===== src/hw/rtl/signal_pending_mask_controller_macros.svh =====
// Assertion helpers for the RTL of the pending-and-mask unit.
`ifndef SIGNAL_PENDING_MASK_CONTROLLER_MACROS_SVH
`define SIGNAL_PENDING_MASK_CONTROLLER_MACROS_SVH

`ifndef NO_ASSERTIONS
// Checked on every rising clock edge outside reset.
`define SPMC_ASSERT(lbl, prop, msg) \
  lbl: assert property (@(posedge clk_i) disable iff (!rst_ni) (prop)) else $error(msg);
// Checked on every rising clock edge, reset included.
`define SPMC_ASSERT_ALWAYS(lbl, prop, msg) \
  lbl: assert property (@(posedge clk_i) (prop)) else $error(msg);
`else
`define SPMC_ASSERT(lbl, prop, msg)
`define SPMC_ASSERT_ALWAYS(lbl, prop, msg)
`endif

`endif


===== src/hw/rtl/spmc_pkg.sv =====
package spmc_pkg;

  localparam int unsigned NumSignals        = 64;
  localparam int unsigned QueueSlots        = 32;
  localparam int unsigned FirstQueuedSignal = 32;

  localparam int unsigned SigW  = 7;
  localparam int unsigned IdxW  = 6;
  localparam int unsigned CntW  = 6;
  localparam int unsigned MaskW = 64;
  localparam int unsigned PAddrW = 4;
  localparam int unsigned PDataW = 64;

  // Signal numbers with special treatment.
  localparam logic [SigW-1:0] SigInt   = 7'd2;
  localparam logic [SigW-1:0] SigQuit  = 7'd3;
  localparam logic [SigW-1:0] SigKill  = 7'd9;
  localparam logic [SigW-1:0] SigTerm  = 7'd15;
  localparam logic [SigW-1:0] SigCont  = 7'd18;
  localparam logic [SigW-1:0] SigStop  = 7'd19;
  localparam logic [SigW-1:0] SigTstp  = 7'd20;
  localparam logic [SigW-1:0] SigTtin  = 7'd21;
  localparam logic [SigW-1:0] SigTtou  = 7'd22;
  localparam logic [SigW-1:0] SigUrg   = 7'd23;
  localparam logic [SigW-1:0] SigWinch = 7'd28;

  localparam logic [MaskW-1:0] AllSigs = {MaskW{1'b1}} >> (MaskW - NumSignals);
  localparam logic [MaskW-1:0] Unblockable =
      (64'd1 << (int'(SigKill) - 1)) | (64'd1 << (int'(SigStop) - 1));

  // Register byte addresses: bit 3 of the address selects the register.
  localparam logic RegIgnore  = 1'b0;
  localparam logic RegHandler = 1'b1;

  typedef enum logic [2:0] {
    ModePostThread = 3'd0,
    ModePostShared = 3'd1,
    ModeDequeue    = 3'd2,
    ModeBlock      = 3'd3,
    ModeUnblock    = 3'd4,
    ModeSetmask    = 3'd5
  } spmc_mode_e;

  typedef enum logic [1:0] {
    StatusOk      = 2'd0,
    StatusInvalid = 2'd1,
    StatusNone    = 2'd2,
    StatusFull    = 2'd3
  } spmc_status_e;

  typedef enum logic [1:0] {
    EvtNone      = 2'd0,
    EvtStopped   = 2'd1,
    EvtContinued = 2'd2,
    EvtTerminate = 2'd3
  } spmc_event_e;

  typedef enum logic {
    StIdle = 1'b0,
    StExec = 1'b1
  } spmc_state_e;

  typedef struct packed {
    logic            en;
    logic [IdxW-1:0] addr;
    logic [CntW-1:0] data;
  } spmc_cnt_wr_t;

endpackage


===== src/hw/rtl/spmc_cnt_ram.sv =====
module spmc_cnt_ram (
  input  logic                          clk_i,
  input  logic                          rst_ni,
  input  logic                          rd_en_i,
  input  logic [spmc_pkg::IdxW-1:0]     rd_addr_i,
  output logic [spmc_pkg::CntW-1:0]     rd_data_o,
  input  spmc_pkg::spmc_cnt_wr_t        wr_i
);
  import spmc_pkg::*;

  localparam int unsigned Depth = 2 ** IdxW;

  logic [CntW-1:0]  cnt_mem [Depth];
  logic [Depth-1:0] vld_q;
  logic [CntW-1:0]  rd_q;
  logic             rd_vld_q;

  always_ff @(posedge clk_i) begin
    if (wr_i.en) begin
      cnt_mem[wr_i.addr] <= wr_i.data;
    end
    if (rd_en_i) begin
      rd_q <= cnt_mem[rd_addr_i];
    end
  end

  // An entry never written since reset reads as a zero count.
  always_ff @(posedge clk_i or negedge rst_ni) begin
    if (!rst_ni) begin
      vld_q    <= '0;
      rd_vld_q <= 1'b0;
    end else begin
      if (wr_i.en) begin
        vld_q[wr_i.addr] <= 1'b1;
      end
      if (rd_en_i) begin
        rd_vld_q <= vld_q[rd_addr_i];
      end
    end
  end

  assign rd_data_o = rd_vld_q ? rd_q : '0;

endmodule


===== src/hw/rtl/spmc_cfg_regs.sv =====
module spmc_cfg_regs (
  input  logic                        clk_i,
  input  logic                        rst_ni,
  input  logic                        psel,
  input  logic                        penable,
  input  logic                        pwrite,
  input  logic [spmc_pkg::PAddrW-1:0] paddr,
  input  logic [spmc_pkg::PDataW-1:0] pwdata,
  output logic [spmc_pkg::PDataW-1:0] prdata,
  output logic                        pready,
  output logic [spmc_pkg::MaskW-1:0]  ignore_o,
  output logic [spmc_pkg::MaskW-1:0]  handler_o
);
  import spmc_pkg::*;

  logic [MaskW-1:0] ignore_q;
  logic [MaskW-1:0] handler_q;
  logic             wr_en;
  logic             reg_sel;

  assign pready  = 1'b1;
  assign reg_sel = paddr[3];
  assign wr_en   = psel && penable && pwrite && pready;

  always_ff @(posedge clk_i or negedge rst_ni) begin
    if (!rst_ni) begin
      ignore_q  <= '0;
      handler_q <= '0;
    end else if (wr_en) begin
      if (reg_sel == RegHandler) begin
        handler_q <= pwdata;
      end else begin
        ignore_q <= pwdata;
      end
    end
  end

  // Address bits below bit 3 are not decoded.
  assign prdata    = (reg_sel == RegHandler) ? handler_q : ignore_q;
  assign ignore_o  = ignore_q;
  assign handler_o = handler_q;

endmodule


===== src/hw/rtl/signal_pending_mask_controller.sv =====
// An accepted item and its count memory read are registered, then the write-back
// registers its result on the output, held back only while an earlier result is stalled.
// Items go through one at a time: the input stalls in the execute state until the item's
// instance count, read from memory at acceptance, has been written back.
// A new item is accepted while a finished result still waits on the output.
// Reset clears pending sets, blocked mask, total count and config registers;
// count memory entries read as zero until written, so no clearing pass runs.
module signal_pending_mask_controller (
  input  logic                        clk_i,
  input  logic                        rst_ni,
  input  logic                        in_valid_i,
  output logic                        in_stall_o,
  input  logic [2:0]                  mode_i,
  input  logic [spmc_pkg::SigW-1:0]   signal_number_i,
  input  logic [spmc_pkg::MaskW-1:0]  mask_word_i,
  output logic                        out_valid_o,
  input  logic                        out_stall_i,
  output logic [1:0]                  status_o,
  output logic [spmc_pkg::SigW-1:0]   signal_out_o,
  output logic [1:0]                  event_res_o,
  output logic                        wake_o,
  output logic [spmc_pkg::MaskW-1:0]  prev_mask_o,
  output logic [spmc_pkg::MaskW-1:0]  pending_view_o,
  output logic                        deliverable_o,
  input  logic                        psel,
  input  logic                        penable,
  input  logic                        pwrite,
  input  logic [spmc_pkg::PAddrW-1:0] paddr,
  input  logic [spmc_pkg::PDataW-1:0] pwdata,
  output logic [spmc_pkg::PDataW-1:0] prdata,
  output logic                        pready
);
  import spmc_pkg::*;

  `include "signal_pending_mask_controller_macros.svh"

  spmc_state_e      state_q, state_d;
  logic             accept;
  logic             exec_go;

  logic [MaskW-1:0] ignore_set;
  logic [MaskW-1:0] handler_set;

  // Item held between acceptance and write-back.
  spmc_mode_e       mode_q;
  logic [SigW-1:0]  sig_q;
  logic [MaskW-1:0] mw_q;
  logic             pick_nz_q;
  logic [IdxW-1:0]  pick_idx_q;

  logic [MaskW-1:0] thr_q, thr_d;
  logic [MaskW-1:0] shr_q, shr_d;
  logic [MaskW-1:0] blk_q, blk_d;
  logic [CntW-1:0]  total_q, total_d;

  logic             out_valid_q;
  spmc_status_e     status_q, status_d;
  logic [SigW-1:0]  sig_out_q, sig_out_d;
  spmc_event_e      evt_q, evt_d;
  logic             wake_q, wake_d;
  logic [MaskW-1:0] prev_mask_q;
  logic [MaskW-1:0] pv_q, pv_d;
  logic             dlv_q, dlv_d;

  logic [MaskW-1:0] cand;
  logic [IdxW-1:0]  pick_idx;
  logic [IdxW-1:0]  rd_addr;
  logic [CntW-1:0]  cnt;
  spmc_cnt_wr_t     wr_req, cnt_wr;

  logic             sig_ok;
  logic [IdxW-1:0]  post_idx;
  logic [MaskW-1:0] post_bit;
  logic [MaskW-1:0] pick_bit;
  logic             ignored;
  logic             replace;
  logic             term_sig;
  logic             dflt;

  spmc_cfg_regs u_cfg (
    .clk_i     (clk_i),
    .rst_ni    (rst_ni),
    .psel      (psel),
    .penable   (penable),
    .pwrite    (pwrite),
    .paddr     (paddr),
    .pwdata    (pwdata),
    .prdata    (prdata),
    .pready    (pready),
    .ignore_o  (ignore_set),
    .handler_o (handler_set)
  );

  // ---------------- control ----------------
  always_comb begin
    state_d = state_q;
    case (state_q)
      StIdle: begin
        if (accept) begin
          state_d = StExec;
        end
      end
      StExec: begin
        if (exec_go) begin
          state_d = StIdle;
        end
      end
      default: state_d = StIdle;
    endcase
  end

  always_comb begin
    in_stall_o = 1'b1;
    exec_go    = 1'b0;
    case (state_q)
      StIdle: in_stall_o = 1'b0;
      StExec: exec_go = !out_valid_q || !out_stall_i;
      default: in_stall_o = 1'b1;
    endcase
  end

  assign accept = in_valid_i && !in_stall_o;

  always_ff @(posedge clk_i or negedge rst_ni) begin
    if (!rst_ni) begin
      state_q <= StIdle;
    end else begin
      state_q <= state_d;
    end
  end

  // ---------------- acceptance: pick and memory read ----------------
  assign cand = (thr_q | shr_q) & ~blk_q & ~mask_word_i & AllSigs;

  always_comb begin
    pick_idx = '0;
    for (int i = MaskW - 1; i >= 0; i--) begin
      if (cand[i]) begin
        pick_idx = IdxW'(i);
      end
    end
  end

  assign rd_addr = (mode_i == ModePostThread || mode_i == ModePostShared) ?
                   IdxW'(signal_number_i - 7'd1) : pick_idx;

  spmc_cnt_ram u_cnt_ram (
    .clk_i     (clk_i),
    .rst_ni    (rst_ni),
    .rd_en_i   (accept),
    .rd_addr_i (rd_addr),
    .rd_data_o (cnt),
    .wr_i      (cnt_wr)
  );

  always_ff @(posedge clk_i) begin
    if (accept) begin
      mode_q     <= spmc_mode_e'(mode_i);
      sig_q      <= signal_number_i;
      mw_q       <= mask_word_i;
      pick_nz_q  <= |cand;
      pick_idx_q <= pick_idx;
    end
  end

  // ---------------- write-back ----------------
  assign sig_ok   = (sig_q != '0) && (sig_q <= SigW'(NumSignals));
  assign post_idx = IdxW'(sig_q - 7'd1);
  assign post_bit = MaskW'(1) << post_idx;
  assign pick_bit = MaskW'(1) << pick_idx_q;

  // SIGKILL and SIGSTOP ignore their disposition bits entirely.
  assign ignored = (sig_q != SigKill) && (sig_q != SigStop) &&
                   ((ignore_set[post_idx]) ||
                    (!handler_set[post_idx] && (sig_q == SigUrg || sig_q == SigWinch)));
  assign dflt    = (sig_q == SigKill) || (sig_q == SigStop) ||
                   !(ignore_set[post_idx] || handler_set[post_idx]);
  assign term_sig = (sig_q == SigTerm) || (sig_q == SigKill) ||
                    (sig_q == SigInt) || (sig_q == SigQuit);
  assign replace = (sig_q < SigW'(FirstQueuedSignal)) && (cnt != '0);

  always_comb begin
    thr_d     = thr_q;
    shr_d     = shr_q;
    blk_d     = blk_q;
    total_d   = total_q;
    status_d  = StatusOk;
    sig_out_d = '0;
    evt_d     = EvtNone;
    wake_d    = 1'b0;
    wr_req    = '0;
    case (mode_q)
      ModePostThread, ModePostShared: begin
        if (!sig_ok) begin
          status_d = StatusInvalid;
        end else if (!(ignored && sig_q != SigCont)) begin
          if (!replace && total_q >= CntW'(QueueSlots)) begin
            status_d = StatusFull;
          end else begin
            if (!replace) begin
              wr_req.en   = 1'b1;
              wr_req.addr = post_idx;
              wr_req.data = cnt + 6'd1;
              total_d     = total_q + 6'd1;
            end
            if (mode_q == ModePostShared) begin
              shr_d = shr_q | post_bit;
            end else begin
              thr_d = thr_q | post_bit;
            end
            if (sig_q == SigStop || sig_q == SigTstp || sig_q == SigTtin ||
                sig_q == SigTtou) begin
              evt_d = EvtStopped;
            end else if (sig_q == SigCont) begin
              evt_d = EvtContinued;
            end else if (term_sig && dflt) begin
              evt_d = EvtTerminate;
            end
            wake_d = 1'b1;
          end
        end
      end
      ModeDequeue: begin
        if (!pick_nz_q) begin
          status_d = StatusNone;
        end else begin
          sig_out_d = {1'b0, pick_idx_q} + 7'd1;
          if (cnt != '0) begin
            wr_req.en   = 1'b1;
            wr_req.addr = pick_idx_q;
            wr_req.data = cnt - 6'd1;
            if (total_q != '0) begin
              total_d = total_q - 6'd1;
            end
          end
          // The count ends at zero when it was one or already zero.
          if (cnt <= 6'd1) begin
            thr_d = thr_q & ~pick_bit;
            shr_d = shr_q & ~pick_bit;
          end
        end
      end
      ModeBlock:   blk_d = (blk_q | mw_q) & AllSigs & ~Unblockable;
      ModeUnblock: blk_d = (blk_q & ~mw_q) & AllSigs & ~Unblockable;
      ModeSetmask: blk_d = mw_q & AllSigs & ~Unblockable;
      default:     status_d = StatusInvalid;
    endcase
    pv_d  = thr_d | shr_d;
    dlv_d = |(pv_d & ~blk_d);
  end

  always_comb begin
    cnt_wr    = wr_req;
    cnt_wr.en = wr_req.en && exec_go;
  end

  always_ff @(posedge clk_i or negedge rst_ni) begin
    if (!rst_ni) begin
      thr_q   <= '0;
      shr_q   <= '0;
      blk_q   <= '0;
      total_q <= '0;
    end else if (exec_go) begin
      thr_q   <= thr_d;
      shr_q   <= shr_d;
      blk_q   <= blk_d;
      total_q <= total_d;
    end
  end

  // ---------------- output register ----------------
  always_ff @(posedge clk_i or negedge rst_ni) begin
    if (!rst_ni) begin
      out_valid_q <= 1'b0;
    end else if (exec_go) begin
      out_valid_q <= 1'b1;
    end else if (!out_stall_i) begin
      out_valid_q <= 1'b0;
    end
  end

  always_ff @(posedge clk_i) begin
    if (exec_go) begin
      status_q    <= status_d;
      sig_out_q   <= sig_out_d;
      evt_q       <= evt_d;
      wake_q      <= wake_d;
      prev_mask_q <= blk_q;
      pv_q        <= pv_d;
      dlv_q       <= dlv_d;
    end
  end

  assign out_valid_o    = out_valid_q;
  assign status_o       = status_q;
  assign signal_out_o   = sig_out_q;
  assign event_res_o    = evt_q;
  assign wake_o         = wake_q;
  assign prev_mask_o    = prev_mask_q;
  assign pending_view_o = pv_q;
  assign deliverable_o  = dlv_q;

  // ---------------- checks ----------------
  `SPMC_ASSERT(a_accept_to_exec, accept |=> state_q == StExec, "accepted beat did not start")
  `SPMC_ASSERT(a_exec_loads_out, exec_go |=> out_valid_q, "finished item produced no result")
  `SPMC_ASSERT(a_total_bound, total_q <= CntW'(QueueSlots), "queue total over limit")
  `SPMC_ASSERT(a_unblockable, (blk_q & Unblockable) == '0, "KILL or STOP blocked")

endmodule


===== config.mk =====
export PLATFORM = sky130hd
export DESIGN_NAME = signal_pending_mask_controller
export DESIGN_NICKNAME = d
export VERILOG_FILES = /design/src/hw/rtl/spmc_pkg.sv /design/src/hw/rtl/spmc_cnt_ram.sv /design/src/hw/rtl/spmc_cfg_regs.sv /design/src/hw/rtl/signal_pending_mask_controller.sv
export VERILOG_INCLUDE_DIRS = /design/src /design/src/hw/rtl
export SDC_FILE = /design/constraint.sdc
export NUM_CORES = 2
export LEC_CHECK = 0
export BUFFER_PORTS_ARGS = -buffer_cell sky130_fd_sc_hd__buf_4
export CORE_MARGIN = 8
export CORE_UTILIZATION = 46
export CTS_CLUSTER_SIZE = 16
export DETAILED_ROUTE_END_ITERATION = 8
export GPL_TIMING_DRIVEN = 0
export PLACE_DENSITY_LB_ADDON = 0.05
export SETUP_SLACK_MARGIN = 0.15
export SYNTH_ARGS = -nofsm -noshare
export SYNTH_HDL_FRONTEND = slang
export SYNTH_SLANG_ARGS = --single-unit

===== constraint.sdc =====
create_clock -name clk_i -period 15.5 [get_ports clk_i]
set_clock_uncertainty 0.15 [all_clocks]
set_input_delay 4.65 -clock clk_i [delete_from_list [all_inputs] [get_ports clk_i]]
set_output_delay 4.65 -clock clk_i [all_outputs]
set_load 0.02 [all_outputs]

==> results.yml <==
outcome:
  status: "finished, violations left"
  violations: "max-capacitance violations, max-slew violations"
clock_network:
  post-cts-setup-buffers: 0
  cts.path.max_buffers: 3
  clock_sinks: 1003
  clkLatencyLatePin_ns: 0.72
  post_cts_resized: 0
  clkTransAtPathRegs_ns: 0.05
  cts-root-buf: "clkbuf_16"
  cts-buffers-inserted: 108
  cts_tree: "built"
  htree_num_levels: 3
  cts_hold_buf: 0
routing:
  initialDrtViolationCount: 5295
  drt-wirelength-per-cell_um: 34.6
  vias_per_cell: 6.44
  ant_nets: 0
  drc: 0
  vias: 37900
  drt-total-wl_um: 204000
  drtPass1Iterations: 6
synth:
  synth_area_per_cell_um2: 12.1
  synth-edff-count: 610
  syn_inst: 3921
  synth-seq-cells: 1003
  yosysSeqAreaShare_pct: 59.4
  postSynth.asyncResetShare_pct: 39.2
  syn-cell-area_um2: 47400
  synthesis.nets: 4091
  ys.warnings.count: 0
  synth_cell_types: 105
  ys.flop_type: "edfxtp_1"
power_and_ir_drop:
  power_frac_clock_pct: 33.4
  swShare_pct: 32.6
  internal_power_w: 0.00524
  powerDensity_nw_per_um2: 139
  p_switching_w: 0.00253
  finalPower_w: 0.00777
  pwr-share-seq_pct: 42.7
  power_frac_comb_pct: 23.9
  ir_drop_mv: 0.101
  p_leak_nw: 21.1
cells_and_area:
  drive_gt1_share_pct: 22.1
  fin_util_pct: 54.8
  regArea_um2: 28200
  multi_input_area_um2: 18100
  layout_common_cells: "edfxtp_1, dfrtp_1, buf_4, a21oi_1, nor2_1"
  final_common_cell: "edfxtp_1"
  syn_to_final_growth_pct: 18.0
  final_cells: 5880
  fillCellCount: 8941
  nNetsFinal: 4577
floorplanning:
  rows: 117
  chipHeight_um: 337
  ios: 357
  core_um2: 102000
  start_util_pct: 46.4
  die-area_um2: 114000
  die_w_um: 337
flow_run:
  max_cap_violations: 1
worst_setup_path:
  reg2reg_slack_ns: 7.14
  cp.arrival_ns: 6.42
  slowest_delay_ns: 0.55
  crit_path_top_delay_cell: "clkbuf_1"
  rr_worst_depth: 20
  path_class: "input port to primary output"
  rr_startpoint: "sig_q[0]"
  cp_cell_sequence: "buf_4 > clkbuf_1 > clkbuf_1 > mux2_2 > buf_4"
  end_kind: "primary output"
  required_ns: 10.70
  reg2reg_to: "deliverable_o"
  worstSetupStartpointType: "input port"
  critical_path.max_fanout: 10
grt:
  grt_pass1_vias: 36200
  grt_overflow: 0
  gr-usage-all-layers_pct: 34.9
  antenna_found_initial: 18
  grt_first_pass_wirelength_um: 281000
  grt_start_max_net_pins: 102
sta:
  slew_headroom_pct: -10.6
  setup_violations: 0
  fin_tns_setup_ns: 0
  maxSlewViolCount: 15
  post-route-min-period_ns: 11.22
  worst_pin_slew_ns: 1.66
  finalCritPeriodShare_pct: 72.4
  hold_violations: 0
  fmax_mhz: 89.1
  grt_setup_unrepaired: "no"
  fin_hold_ws_ns: 0.302
worst_hold_path:
  min_to: "prev_mask_o[28]"
  worstHoldPathType: "flop to flop"
  holdPathStages: 0
  hold_path_startpoint: "blk_q[28]"
placed_design:
  gp_congestion: 1.06
  portBuffers: 352
  dpl.hpwl_um: 154000
  place_inst: 5665
==> area by class of cell <==
class	instances	area share, %
Inverter	31	0.213
Multi-Input combinational cell	2639	32.4
Tap cell	1368	3.06
Buffer	248	1.92
Clock buffer	149	5.41
Sequential cell	1003	50.4
Timing Repair Buffer	376	5.65
Clock inverter	53	0.909
Antenna cell	13	0.0582
==> cells by family (layout without fill, tap and decap cells) <==
logic type,after synthesis,in the layout,share of synthesized area (%)
compound gates,1100,1100,14.7
fa+ha+maj,21,21,0.570
flops,1003,1003,59.4
other cells,1,14,0.00792
buf+inv,279,857,2.51
mux,503,503,12.4
xor+xnor,23,23,0.441
simple gates,991,991,9.91
==> Yosys cell counts, types with 17 or more instances <==
cell      instances  area share [%]
nor2b_1          19            0.25
o21bai_1         82             1.3
o32ai_1          17            0.31
buf_1            29            0.23
o21ai_0         254             2.7
edfxtp_1        610              39
or2_1            39            0.51
buf_2            39            0.41
nor2_1          330             2.6
o32a_1           21            0.44
mux2i_1         191             4.0
and3_1           30            0.40
a21oi_1         337             3.6
o211ai_1         54            0.86
a221oi_1         28            0.52
dfrtp_1         393              21
mux4_2           35             1.7
or3_1            24            0.32
a211oi_1         46            0.73
a22o_1           18            0.33
o22ai_1          50            0.66
nor3_1           85            0.90
inv_1            28            0.22
nand2b_1         19            0.25
mux2_2          273             6.5
nand2_1         262             2.1
ha_1             20            0.53
clkbuf_1        164             1.3
nand4_1          20            0.26
a22oi_1          45            0.71
nand3_1          38            0.40
a31oi_1          20            0.26
or2_2            41            0.54
==> worst max-delay path, delay by kind of cell <==
family | cells | cell delay [ns]
buffers and inverters | 4 | 1.32
muxes | 1 | 0.43
==> registers in the layout, indices dropped and copies added (netlist names), 2 cells and up <==
register,flops
u_cnt_ram.cnt_mem,384
blk_q,64
pending_view_o,64
prev_mask_o,64
shr_q,64
thr_q,64
u_cfg.handler_o,64
u_cfg.ignore_o,64
u_cnt_ram.vld_q,64
mw_q,62
sig_q,7
signal_out_o,7
pick_idx_q,6
total_q,6
u_cnt_ram.rd_q,6
mode_q,3
event_res_o,2
status_o,2
==> worst max-delay path by stage <==
| stage | start | end | slack [ns] | cells after the start |
|---|---|---|---|---|
| finish | paddr[3] | prdata[49] | 4.28 | 5 |
| detailed placement | paddr[3] | prdata[32] | 4.25 | 5 |
| floorplan | paddr[3] | prdata[10] | 4.98 | 3 |
| CTS | paddr[3] | prdata[32] | 4.24 | 5 |
| global placement | out_stall_i | shr_q[57] | 1.57 | 8 |
| global route | paddr[3] | prdata[50] | 4.18 | 5 |
==> stage by stage <==
| stage | instance area (um2) | worst slack (ns) |
|---|---|---|
| global route | 55900 | 4.18 |
| global placement | 51700 | 1.57 |
| CTS | 55900 | 4.24 |
| finish | 55900 | 4.28 |
| detailed placement | 52300 | 4.25 |
| floorplan | 47400 | 4.98 |
==> per-layer routing <==
metal | vias to the layer above | track usage, % | wire length (um) | part of all wire [%]
li1 | 15900 | - | - | -
met1 | 19100 | 47.5 | 82400 | 40
met2 | 2377 | 51.2 | 86700 | 43
met3 | 494 | 9.43 | 22300 | 11
met4 | 2 | 18.2 | 12300 | 6.1
met5 | - | 0 | 13 | 0.0064
==> power groups by stage <==
stage	sequential (W)	clock [W]	combinational, W
after floorplan	0.00335	0	0.000952
after global placement	0.00339	0	0.00176
after detailed placement	0.00336	0	0.00182
after CTS	0.00331	0.00261	0.00182
after global routing	0.00333	0.00271	0.00193
final	0.00331	0.00259	0.00186
No activity file was read; power rests on OpenSTA's default activity.
